File: src/rtl/lr_pkg.sv
// Shared types and constants for the line rasterizer.
// No dependencies; imported by the controller, datapath and top level.
package lr_pkg;

  localparam int PIX_W     = 6;
  localparam int COL_W     = 8;
  localparam int FRAME_W   = 7;
  localparam int CFG_IDX_W = 1;

  localparam logic [CFG_IDX_W-1:0] CFG_FRAME_WIDTH  = 1'b0;
  localparam logic [CFG_IDX_W-1:0] CFG_FRAME_HEIGHT = 1'b1;

  localparam logic [FRAME_W-1:0] FRAME_RESET = 7'd64;

  typedef enum logic [0:0] {
    ST_IDLE,
    ST_RUN
  } state_t;

  // controller -> datapath
  typedef struct packed {
    logic load;   // capture a new segment request
    logic emit;   // move current pixel to output register and advance
  } cmd_t;

  // datapath -> controller
  typedef struct packed {
    logic at_end; // current pixel is the segment's end point
  } sts_t;

endpackage

File: src/rtl/lr_ctrl.sv
// Controller of the line rasterizer: segment state machine and output valid.
// Depends on lr_pkg.
module lr_ctrl (
  input  logic          clk,
  input  logic          rst_n,
  input  logic          in_valid,
  output logic          in_stall,
  output logic          out_valid,
  input  logic          out_stall,
  output lr_pkg::cmd_t  cmd,
  input  lr_pkg::sts_t  sts
);
  import lr_pkg::*;

  state_t state_r, state_nxt;
  logic   out_valid_r, out_valid_nxt;
  logic   slot_free;

  assign slot_free = !out_valid_r || !out_stall;

  always_comb begin
    state_nxt = state_r;
    unique case (state_r)
      ST_IDLE: begin
        if (in_valid) state_nxt = ST_RUN;
      end
      ST_RUN: begin
        if (slot_free && sts.at_end) state_nxt = ST_IDLE;
      end
      default: state_nxt = ST_IDLE;
    endcase
  end

  always_comb begin
    in_stall = 1'b1;
    cmd      = '0;
    unique case (state_r)
      ST_IDLE: begin
        in_stall = 1'b0;
        cmd.load = in_valid;
      end
      ST_RUN: begin
        cmd.emit = slot_free;
      end
      default: begin
        in_stall = 1'b1;
      end
    endcase
  end

  // hold a stalled pixel, drop it once taken unless a new one is emitted
  always_comb begin
    if (cmd.emit) out_valid_nxt = 1'b1;
    else          out_valid_nxt = out_valid_r && out_stall;
  end

  always_ff @(posedge clk) begin
    if (!rst_n) begin
      state_r     <= ST_IDLE;
      out_valid_r <= 1'b0;
    end else begin
      state_r     <= state_nxt;
      out_valid_r <= out_valid_nxt;
    end
  end

  assign out_valid = out_valid_r;

endmodule

File: src/rtl/lr_dp.sv
// Datapath of the line rasterizer: segment setup, Bresenham stepping,
// frame registers and the output pixel register. Depends on lr_pkg.
module lr_dp #(
  parameter int COORD_BITS = 6
) (
  input  logic                         clk,
  input  logic                         rst_n,
  input  lr_pkg::cmd_t                 cmd,
  output lr_pkg::sts_t                 sts,
  input  logic                         cfg_wr_en,
  input  logic [lr_pkg::CFG_IDX_W-1:0] cfg_index,
  input  logic [lr_pkg::FRAME_W-1:0]   cfg_data,
  input  logic [lr_pkg::PIX_W-1:0]     in_x_start,
  input  logic [lr_pkg::PIX_W-1:0]     in_y_start,
  input  logic [lr_pkg::PIX_W-1:0]     in_x_end,
  input  logic [lr_pkg::PIX_W-1:0]     in_y_end,
  input  logic [lr_pkg::COL_W-1:0]     in_red,
  input  logic [lr_pkg::COL_W-1:0]     in_green,
  input  logic [lr_pkg::COL_W-1:0]     in_blue,
  output logic [lr_pkg::PIX_W-1:0]     out_pixel_x,
  output logic [lr_pkg::PIX_W-1:0]     out_pixel_y,
  output logic [lr_pkg::COL_W-1:0]     out_red_out,
  output logic [lr_pkg::COL_W-1:0]     out_green_out,
  output logic [lr_pkg::COL_W-1:0]     out_blue_out,
  output logic                         out_inside_res,
  output logic                         out_last
);
  import lr_pkg::*;

  localparam int CW = COORD_BITS;
  localparam int EW = COORD_BITS + 3;  // signed error word

  // frame registers
  logic [FRAME_W-1:0] frame_w_r, frame_h_r;

  always_ff @(posedge clk) begin
    if (!rst_n) begin
      frame_w_r <= FRAME_RESET;
      frame_h_r <= FRAME_RESET;
    end else if (cfg_wr_en) begin
      unique case (cfg_index)
        CFG_FRAME_WIDTH:  frame_w_r <= cfg_data;
        CFG_FRAME_HEIGHT: frame_h_r <= cfg_data;
        default: ;
      endcase
    end
  end

  // segment setup from the incoming request
  logic [CW-1:0]        x0, y0, x1, y1, dx, dy, major, minor;
  logic                 x_dn, y_dn, x_major;
  logic signed [EW-1:0] maj_e, min_e, ai_set, bi_set, d_set;

  assign x0 = in_x_start[CW-1:0];
  assign y0 = in_y_start[CW-1:0];
  assign x1 = in_x_end[CW-1:0];
  assign y1 = in_y_end[CW-1:0];

  assign x_dn    = !(x0 < x1);
  assign y_dn    = !(y0 < y1);
  assign dx      = x_dn ? (x0 - x1) : (x1 - x0);
  assign dy      = y_dn ? (y0 - y1) : (y1 - y0);
  assign x_major = dx > dy;
  assign major   = x_major ? dx : dy;
  assign minor   = x_major ? dy : dx;
  assign maj_e   = signed'(EW'(major));
  assign min_e   = signed'(EW'(minor));
  assign ai_set  = (min_e - maj_e) <<< 1;
  assign bi_set  = min_e <<< 1;
  assign d_set   = bi_set - maj_e;

  // walker state
  logic [CW-1:0]        cur_x_r, cur_y_r, end_x_r, end_y_r;
  logic                 x_dn_r, y_dn_r, x_major_r;
  logic signed [EW-1:0] ai_r, bi_r, d_r;
  logic [COL_W-1:0]     red_r, green_r, blue_r;

  logic [CW-1:0]        x_step, y_step, cur_x_nxt, cur_y_nxt;
  logic signed [EW-1:0] d_nxt;
  logic                 at_end;

  assign at_end = x_major_r ? (cur_x_r == end_x_r) : (cur_y_r == end_y_r);
  assign sts.at_end = at_end;

  assign x_step = x_dn_r ? (cur_x_r - CW'(1)) : (cur_x_r + CW'(1));
  assign y_step = y_dn_r ? (cur_y_r - CW'(1)) : (cur_y_r + CW'(1));

  always_comb begin
    if (!d_r[EW-1]) begin
      // diagonal step
      cur_x_nxt = x_step;
      cur_y_nxt = y_step;
      d_nxt     = d_r + ai_r;
    end else begin
      cur_x_nxt = x_major_r ? x_step : cur_x_r;
      cur_y_nxt = x_major_r ? cur_y_r : y_step;
      d_nxt     = d_r + bi_r;
    end
  end

  always_ff @(posedge clk) begin
    if (cmd.load) begin
      cur_x_r   <= x0;
      cur_y_r   <= y0;
      end_x_r   <= x1;
      end_y_r   <= y1;
      x_dn_r    <= x_dn;
      y_dn_r    <= y_dn;
      x_major_r <= x_major;
      ai_r      <= ai_set;
      bi_r      <= bi_set;
      d_r       <= d_set;
      red_r     <= in_red;
      green_r   <= in_green;
      blue_r    <= in_blue;
    end else if (cmd.emit) begin
      cur_x_r <= cur_x_nxt;
      cur_y_r <= cur_y_nxt;
      d_r     <= d_nxt;
    end
  end

  // output pixel register
  always_ff @(posedge clk) begin
    if (cmd.emit) begin
      out_pixel_x    <= PIX_W'(cur_x_r);
      out_pixel_y    <= PIX_W'(cur_y_r);
      out_red_out    <= red_r;
      out_green_out  <= green_r;
      out_blue_out   <= blue_r;
      out_inside_res <= (FRAME_W'(cur_x_r) < frame_w_r) && (FRAME_W'(cur_y_r) < frame_h_r);
      out_last       <= at_end;
    end
  end

endmodule

File: src/rtl/line_rasterizer_core.sv
// Line rasterizer top level: joins lr_ctrl and lr_dp.
// Depends on lr_pkg, lr_ctrl, lr_dp.
//
//   channel  direction  handshake             payload
//   in       input      in_valid / in_stall   x_start, y_start, x_end, y_end, rgb
//   out      output     out_valid / out_stall pixel_x, pixel_y, rgb, inside_res, last
//   cfg      input      cfg_wr_en             cfg_index, cfg_data
//
// A segment is taken, then emits max(dx, dy) + 1 pixels at one pixel per
// cycle from the Bresenham stepper while the output is not stalled. The next
// segment is taken while the final pixel still waits in the output register.
// Reset is synchronous, active low; frame registers reset to 64.
// Output stall freezes the stepper; the input is stalled while a segment runs.
module line_rasterizer_core #(
  parameter int COORD_BITS = 6
) (
  input  logic                         clk,
  input  logic                         rst_n,
  input  logic                         cfg_wr_en,
  input  logic [lr_pkg::CFG_IDX_W-1:0] cfg_index,
  input  logic [lr_pkg::FRAME_W-1:0]   cfg_data,
  input  logic                         in_valid,
  output logic                         in_stall,
  input  logic [lr_pkg::PIX_W-1:0]     in_x_start,
  input  logic [lr_pkg::PIX_W-1:0]     in_y_start,
  input  logic [lr_pkg::PIX_W-1:0]     in_x_end,
  input  logic [lr_pkg::PIX_W-1:0]     in_y_end,
  input  logic [lr_pkg::COL_W-1:0]     in_red,
  input  logic [lr_pkg::COL_W-1:0]     in_green,
  input  logic [lr_pkg::COL_W-1:0]     in_blue,
  output logic                         out_valid,
  input  logic                         out_stall,
  output logic [lr_pkg::PIX_W-1:0]     out_pixel_x,
  output logic [lr_pkg::PIX_W-1:0]     out_pixel_y,
  output logic [lr_pkg::COL_W-1:0]     out_red_out,
  output logic [lr_pkg::COL_W-1:0]     out_green_out,
  output logic [lr_pkg::COL_W-1:0]     out_blue_out,
  output logic                         out_inside_res,
  output logic                         out_last
);
  import lr_pkg::*;

  cmd_t cmd;
  sts_t sts;

  lr_ctrl u_ctrl (
    .clk       (clk),
    .rst_n     (rst_n),
    .in_valid  (in_valid),
    .in_stall  (in_stall),
    .out_valid (out_valid),
    .out_stall (out_stall),
    .cmd       (cmd),
    .sts       (sts)
  );

  lr_dp #(
    .COORD_BITS (COORD_BITS)
  ) u_dp (
    .clk            (clk),
    .rst_n          (rst_n),
    .cmd            (cmd),
    .sts            (sts),
    .cfg_wr_en      (cfg_wr_en),
    .cfg_index      (cfg_index),
    .cfg_data       (cfg_data),
    .in_x_start     (in_x_start),
    .in_y_start     (in_y_start),
    .in_x_end       (in_x_end),
    .in_y_end       (in_y_end),
    .in_red         (in_red),
    .in_green       (in_green),
    .in_blue        (in_blue),
    .out_pixel_x    (out_pixel_x),
    .out_pixel_y    (out_pixel_y),
    .out_red_out    (out_red_out),
    .out_green_out  (out_green_out),
    .out_blue_out   (out_blue_out),
    .out_inside_res (out_inside_res),
    .out_last       (out_last)
  );

  // an accepted request keeps the input stalled while its pixels are walked
  a_busy_after_accept: assert property (@(posedge clk) disable iff (!rst_n)
    in_valid && !in_stall |=> in_stall)
    else $error("input not stalled after segment accepted");

  // the input reopens only once the final pixel sits in the output register
  a_reopen_on_last: assert property (@(posedge clk) disable iff (!rst_n)
    $past(rst_n) && $fell(in_stall) |-> out_valid && out_last)
    else $error("input reopened before final pixel");

  // a taken pixel that is not the last is followed at once by the next one
  a_no_gap: assert property (@(posedge clk) disable iff (!rst_n)
    out_valid && !out_stall && !out_last |=> out_valid)
    else $error("gap inside a segment");

endmodule
File: config.mk
export PLATFORM = sky130hd
export DESIGN_NAME = line_rasterizer_core
export DESIGN_NICKNAME = d
export VERILOG_FILES = /design/src/rtl/lr_pkg.sv /design/src/rtl/lr_ctrl.sv /design/src/rtl/lr_dp.sv /design/src/rtl/line_rasterizer_core.sv
export SDC_FILE = /design/constraint.sdc
export NUM_CORES = 1
export LEC_CHECK = 0
export ABC_AREA = 0
export BUFFER_PORTS_ARGS = -buffer_cell sky130_fd_sc_hd__buf_2
export CAP_MARGIN = 40
export CORE_MARGIN = 2
export CORE_UTILIZATION = 60
export CTS_BUF_LIST = sky130_fd_sc_hd__clkbuf_4
export CTS_CLUSTER_DIAMETER = 50
export DETAILED_ROUTE_END_ITERATION = 8
export GPL_TIMING_DRIVEN = 1
export PLACE_DENSITY = 0.83
export SYNTH_ARGS = -nofsm -noshare
export SYNTH_HDL_FRONTEND = slang
export SYNTH_HIERARCHICAL = 1
export SYNTH_SLANG_ARGS = --single-unit
File: constraint.sdc
create_clock -name clk -period 8.2 [get_ports clk]
set_input_delay 1.64 -clock clk [delete_from_list [all_inputs] [get_ports clk]]
set_output_delay 1.64 -clock clk [all_outputs]
set_load 0.02 [all_outputs]
==> impl_metrics.csv, run 1 <==
group,metric,value,unit
timing,hold_viol_final,0,
synth,syn_avg_cell_area,11.4,µm²
setup_path,worstSetupPathType,"input pin to register",
finish,layout-drive-gt1-share,22.4,%
route,routed_wl,15400,µm
floorplanning,pin_count,101,
finish,multi_input_area,0.00331,mm²
place,portBuffers,100,
cts,ctsResizeCount,0,
synth,synth_edf_count,110,
finish,final_cell_mix,"edfxtp_1, buf_2, inv_1",
timing,fin_crit_sh,81.8,%
timing,setup_viol,0,
setup_path,crit_path_start_kind,"input pin",
finish,syn2layout_area_growth,11.8,%
finish,regArea,0.00362,mm²
finish,fillers,849,
synth,ys_types,79,
setup_path,r2r_start,"u_dp/d_r[8]",
synth,netlist_instances,646,
grt,grt_max_degree,55,
setup_path,ff2ff_setup_slack,5.24,ns
timing,min_period,6.71,ns
synth,synth-simple-area-share,10.3,%
finish,final_nets,872,
cts,post_cts_buffers,0,
cts,cts_hold_buf,0,
route,wire_per_inst,17.0,µm
cts,worstSkewPairLatency,0.52,ns
worst_hold_path,hp-start,"u_dp/blue_r[7]",
floorplanning,rows,40,
timing,setup_slack,1.49,ns
pwr,ir_drop,126,µV
setup_path,r2r_end,"u_dp/d_r[8]",
floorplanning,coreArea,0.0120,mm²
job,maxCapViolations,0,
timing,max_freq,149,MHz
timing,rsz0062_at_grt,"no",
synth,synthMuxAreaShare,3.24,%
synth,synth-async-reset-ratio,0,%
cts,cts_sinks,126,
synth,seq_area_frac_synth,49.4,%
cts,clk_pin_slew_worst_paths,0.10,ns
timing,report.final.slew_viol_count,0,
setup_path,end_kind,"register",
timing,slew_headroom,58.3,%
synth,yosys.area_share.adder,11.9,%
place,place_ws,1.05,ns
synth,synth_top_family_by_area,"compound AO/OA/AOI/OAI gates",
timing,clock_skew,0.0150,ns
grt,grt-ovfl-total,0,
place,post-dp-hpwl,11700,µm
place,routabilityCongestion,0.902,
cts,htree_levels,4,
floorplanning,die_y,115,µm
grt,track_usage,24.1,%
route,drc,0,
floorplanning,die_w,115,µm
cts,clock-root-buffer,"clkbuf_4",
synth,synth-xor-area-share,4.65,%
setup_path,critPathArrivalTime,6.95,ns
cts,cts_tree,"done",
grt,grt_antenna_before_repair,1,
synth,syn_nets,772,
cts,clk_path_buf_depth,2,
grt,grt_pass1_vias,5148,
worst_hold_path,min_path_cells,0,
floorplanning,start_util,61.4,%
synth,synth-seq-cells,126,
route,viasPerCell,5.77,
cts,numCtsBuffers,17,
route,drt-initial-drc-count,285,
timing,worstMarginPinSlew,0.625,ns
finish,final_common_cell,"edfxtp_1",
synth,synthFlopType,"edfxtp_1",
synth,synth_warnings,6,
pwr,p_leak,0.00350,µW
floorplanning,die-area,0.0131,mm²
route,vias,5231,
setup_path,critPathRequiredTime,8.44,ns
setup_path,r2r_cells,11,
pwr,p_per_area,300,mW/mm²
worst_hold_path,min_to,"u_dp/out_blue_out[7]",
grt,grt_pass1_wl,24500,µm
worst_hold_path,hold_path_class,"register to register",
timing,setup_tns,0,ns
route,first_pass_iters,5,
synth,synth_compound_area_share,14.9,%
status,status,"finished, final reports clean",
synth,synth_area,0.00734,mm²
setup_path,critPathMaxFanout,15,
route,ant_nets,0,
==> power by group <==
part | total, µW | internal [µW] | switching, µW
clock network | 442 | 224 | 218
registers | 922 | 854 | 67.9
logic | 1100 | 479 | 619
total | 2460 | 1560 | 905
==> cell type report <==
class                           count  area share, %
Clock inverter                     11           1.74
Inverter                           74           3.38
Sequential cell                   126           44.1
Timing Repair Buffer              102           6.28
Clock buffer                       21           1.92
Tap cell                          147           2.24
Multi-Input combinational cell    425           40.3
Antenna cell                        1         0.0305
==> sequential cells by signal (all words and copies together) (netlist names), 7 cells and up <==
| name | cells |
|---|---|
| u_dp/ai_r | 7 |
| u_dp/frame_w_r | 7 |
| u_dp/out_red_out | 8 |
| u_dp/red_r | 8 |
| u_dp/blue_r | 8 |
| u_dp/frame_h_r | 7 |
| u_dp/green_r | 8 |
| u_dp/d_r | 8 |
| u_dp/out_blue_out | 8 |
| u_dp/out_green_out | 8 |
==> critical path, stage by stage <==
cell and delay [ns]:
buf_2 0.12, inv_1 0.06, ha_1 0.15, inv_1 0.05, fa_1 0.40, a21o_1 0.22, a211oi_4 0.37, mux2i_1 0.33
nand2_1 0.14, a21oi_1 0.19, xnor2_1 0.16, ha_1 0.35, and4_1 0.26, o21a_1 0.15, o31ai_4 0.49, inv_2 0.25
nand2_1 0.11, o21ai_0 0.13, ha_1 0.39, nand2_1 0.07, o21ai_1 0.25, nand3_1 0.16, a311oi_1 0.42, a211oi_1 0.09
==> synth_stat cells (all sizes together), types with 3 or more instances <==
cell     instances  area share [%]
ha              57             9.7
a211oi           6            0.85
xor2            18             2.1
o21a             3            0.31
edfxtp         110              45
nand2           58             3.0
and2             4            0.36
nor3             5            0.34
dfxtp           16             4.4
nand3           19             1.3
nor4             3            0.26
a21o            12             1.2
clkbuf          10            0.51
o211ai           7            0.78
and3             3            0.27
o2111ai          3            0.36
nand2b           7            0.60
nor2            14            0.75
o31ai            3            0.49
mux2i            8             1.1
fa               8             2.2
a31oi            4            0.34
o211a            4            0.65
buf             11             1.3
nand4            6            0.51
a21boi          21             2.1
o21ai           22             1.5
or4              4            0.41
o21bai           5            0.51
inv             74             3.8
a21oi           37             2.6
nor2b            4            0.34
mux2            14             2.1
nand3b           4            0.41
or2              6            0.51
a221o            3            0.43
o311ai           3            0.36
xnor2           21             2.5
==> through the flow <==
stage | area [µm²] | hold WS (ns) | total power, µW | utilization, % | instances
3_5_place_dp | 7910 | 0.405 | 2010 | 66.1 | 874
6_report | 8210 | 0.420 | 2460 | 68.6 | 907
3_3_place_gp | 7910 | 0.401 | 1960 | 66.1 | 874
4_1_cts | 8210 | 0.420 | 2470 | 68.6 | 906
5_1_grt | 8210 | 0.426 | 2630 | 68.6 | 907
2_1_floorplan | 7340 | 0.400 | 1770 | - | 646
==> metal layers <==
metal  part of all wire [%]  vias up  track usage [%]
met5                      0        -                0
met4                    1.5        0             8.70
met2                     48      186             40.5
li1                       -     2551                -
met3                    6.2       19             6.09
met1                     44     2475             30.3
==> worst max path at each step <==
| stage | start | to | slack [ns] | depth (start not counted) |
|---|---|---|---|---|
| 2_1_floorplan | in_y_start[0] | u_dp/d_r[5] | 1.78 | 24 |
| 3_3_place_gp | in_y_start[0] | u_dp/d_r[7] | 1.27 | 24 |
| 3_5_place_dp | in_y_start[0] | u_dp/d_r[7] | 1.05 | 24 |
| 4_1_cts | in_y_start[0] | u_dp/d_r[8] | 1.66 | 24 |
| 5_1_grt | in_y_start[0] | u_dp/d_r[8] | 1.14 | 24 |
| 6_report | in_y_start[0] | u_dp/d_r[8] | 1.49 | 24 |
==> logic make-up after synthesis <==
group,count (synthesis)
AOI/OAI and AO/OA,151
xor gates and xnor gates,39
adders and majority gates,65
buffers and inverters,95
DFF,126
muxes,22
and+or+nand+nor,148
Note: power is estimated with default switching activity, not from simulation.
==> run 2: changes to the inputs <==
Clock period 8.2 ns to 6.8 ns, I/O delays scaled along.
==> impl_metrics.csv, run 2 (synthesis results as in run 1) <==
group,metric,value,unit
route,routed_wl,15900,µm
timing,slew_headroom,55.7,%
timing,report.final.slew_viol_count,0,
setup_path,slowest_delay,0.42,ns
route,drc,0,
timing,rsz0062_at_grt,"no",
setup_path,r2r_cells,11,
floorplanning,die_w,115,µm
route,first_pass_iters,5,
finish,fillers,858,
worst_hold_path,hold_path_class,"register to register",
setup_path,ff2ff_setup_slack,3.70,ns
cts,cts_sinks,126,
setup_path,end_kind,"register",
timing,hold_viol_final,0,
route,drt-initial-drc-count,484,
job,maxCapViolations,0,
route,vias,5320,
setup_path,crit_path_top_delay_cell,"a311oi_1",
setup_path,cp_num_buf_inv,4,
grt,grt_pass1_vias,5306,
finish,regArea,0.00362,mm²
setup_path,r2r_end,"u_dp/d_r[8]",
setup_path,crit_chain,"buf_2 -> inv_1 -> ha_1 -> inv_1 -> fa_1 -> a21o_1 -> a211oi_4 -> mux2i_1 -> nand2_1 -> a21oi_1 -> xnor2_1 -> ha_1 -> and4_1 -> o21a_1 -> o31ai_4 -> inv_2 -> nor2_1 -> a21oi_1 -> ha_1 -> nand2_1 -> o21ai_1 -> nand3_1 -> a311oi_1 -> a211oi_1",
setup_path,r2r_start,"u_dp/d_r[8]",
setup_path,path_delay_family,"compound AO/OA/AOI/OAI gates",
grt,grt_util_met2,43.2,%
cts,ctsResizeCount,0,
cts,cts_tree,"done",
setup_path,critPathArrivalTime,6.38,ns
floorplanning,die_y,115,µm
finish,final_common_cell,"edfxtp_1",
timing,max_freq,163,MHz
setup_path,critPathMaxFanout,9,
place,routabilityCongestion,0.935,
pwr,p_per_area,359,mW/mm²
finish,multi_input_area,0.00331,mm²
status,status,"finished, final reports clean",
timing,min_period,6.13,ns
pwr,ir_drop,145,µV
grt,grt-ovfl-total,0,
grt,busiest_layer,"met2",
grt,grt_pass1_wl,25800,µm
grt,track_usage,25.7,%
grt,met1_usage,31.9,%
timing,setup_tns,0,ns
grt,grt_antenna_before_repair,1,
finish,stdcell_area,0.00818,mm²
floorplanning,pin_count,101,
cts,clk_pin_slew_worst_paths,0.10,ns
setup_path,startpoint,"in_y_start[0]",
timing,clock_skew,0.00873,ns
floorplanning,die-area,0.0131,mm²
route,wire_per_inst,17.5,µm
cts,cts_hold_buf,0,
finish,final_nets,875,
floorplanning,rows,40,
setup_path,cp.depth,24,
finish,final_util,68.4,%
cts,clock-root-buffer,"clkbuf_4",
cts,post_cts_buffers,0,
route,ant_nets,0,
setup_path,crit_path_start_kind,"input pin",
finish,syn2layout_area_growth,11.4,%
floorplanning,coreArea,0.0120,mm²
place,dpl_cell_area,0.00793,mm²
route,viasPerCell,5.85,
cts,worstSkewPairLatency,0.53,ns
finish,layout-drive-gt1-share,22.7,%
timing,setup_viol,0,
cts,htree_levels,4,
setup_path,critPathRequiredTime,7.05,ns
setup_path,crit_path_frequent_cell,"ha_1",
cts,clk_path_buf_depth,2,
timing,fin_crit_sh,90.1,%
pwr,p_leak,0.00348,µW
place,post-dp-hpwl,12000,µm
floorplanning,start_util,61.4,%
pwr,power,2930,µW
timing,worstMarginPinSlew,0.665,ns
setup_path,crit_end,"u_dp/d_r[8]",
setup_path,worstSetupPathType,"input pin to register",
grt,use_met3,5.98,%
place,portBuffers,100,
grt,grt_max_degree,55,
cts,numCtsBuffers,17,
finish,final_cell_mix,"edfxtp_1, buf_2, inv_1",
==> run 2: changes by cell type in the layout (fill, tap and decap cells not counted), moves of 2 or more <==
cell        change
clkinv_4        -2
buf_4           +3
clkinvlp_4      +2
bufinv_16       -2
clkinv_2        +2
==> run 2: how the worst min path moves through the flow <==
stage                                       to            from  cells after the start
after floorplan           u_dp/out_blue_out[0]  u_dp/blue_r[0]                      0
after global placement     u_dp/out_red_out[4]   u_dp/red_r[4]                      0
after detailed placement  u_dp/out_blue_out[3]  u_dp/blue_r[3]                      0
after CTS                  u_dp/out_red_out[6]   u_dp/red_r[6]                      0
after global routing       u_dp/out_red_out[6]   u_dp/red_r[6]                      0
final                      u_dp/out_red_out[7]   u_dp/red_r[7]                      0
==> run 2: layout make-up <==
class                   count  share of cell area [%]
diodes                      1                  0.0306
clock buffers              20                    1.84
clock inverters            11                    1.16
inverters                  74                    3.40
multi-input cells         425                    40.4
flip-flops and latches    126                    44.3
well taps                 147                    2.25
repair buffers            105                    6.58
==> run 2: where the power goes <==
group          total (µW)  switching (µW)  leakage, µW  internal, µW
Clock                 456             267     0.000135           189
Combinational        1360             772      0.00216           590
Sequential           1110            82.9      0.00118          1030
Total                2930            1120      0.00348          1810
==> run 2: worst register-to-register path: stages (launching register included) <==
cell and delay [ns]:
edfxtp_1 0.69, mux2i_1 0.40, inv_1 0.09, ha_1 0.28, a21o_1 0.20, a21oi_1 0.23
o21bai_1 0.09, a21oi_1 0.27, o21bai_1 0.10, a21oi_1 0.18, xnor2_1 0.10, a211oi_1 0.30
==> run 2: layer usage <==
layer	vias to the layer above	share of wire, %
li1	2551	-
met1	2512	42
met2	220	49
met3	37	6.1
met4	0	2.6
met5	-	0
==> run 2: metrics by stage <==
step | worst slack, ns | hold slack [ns] | cells
floorplan | 0.662 | 0.400 | 646
global placement | 0.494 | 0.401 | 877
detailed placement | 0.161 | 0.405 | 877
CTS | 0.771 | 0.430 | 908
global route | 0.304 | 0.432 | 909
finish | 0.672 | 0.429 | 909
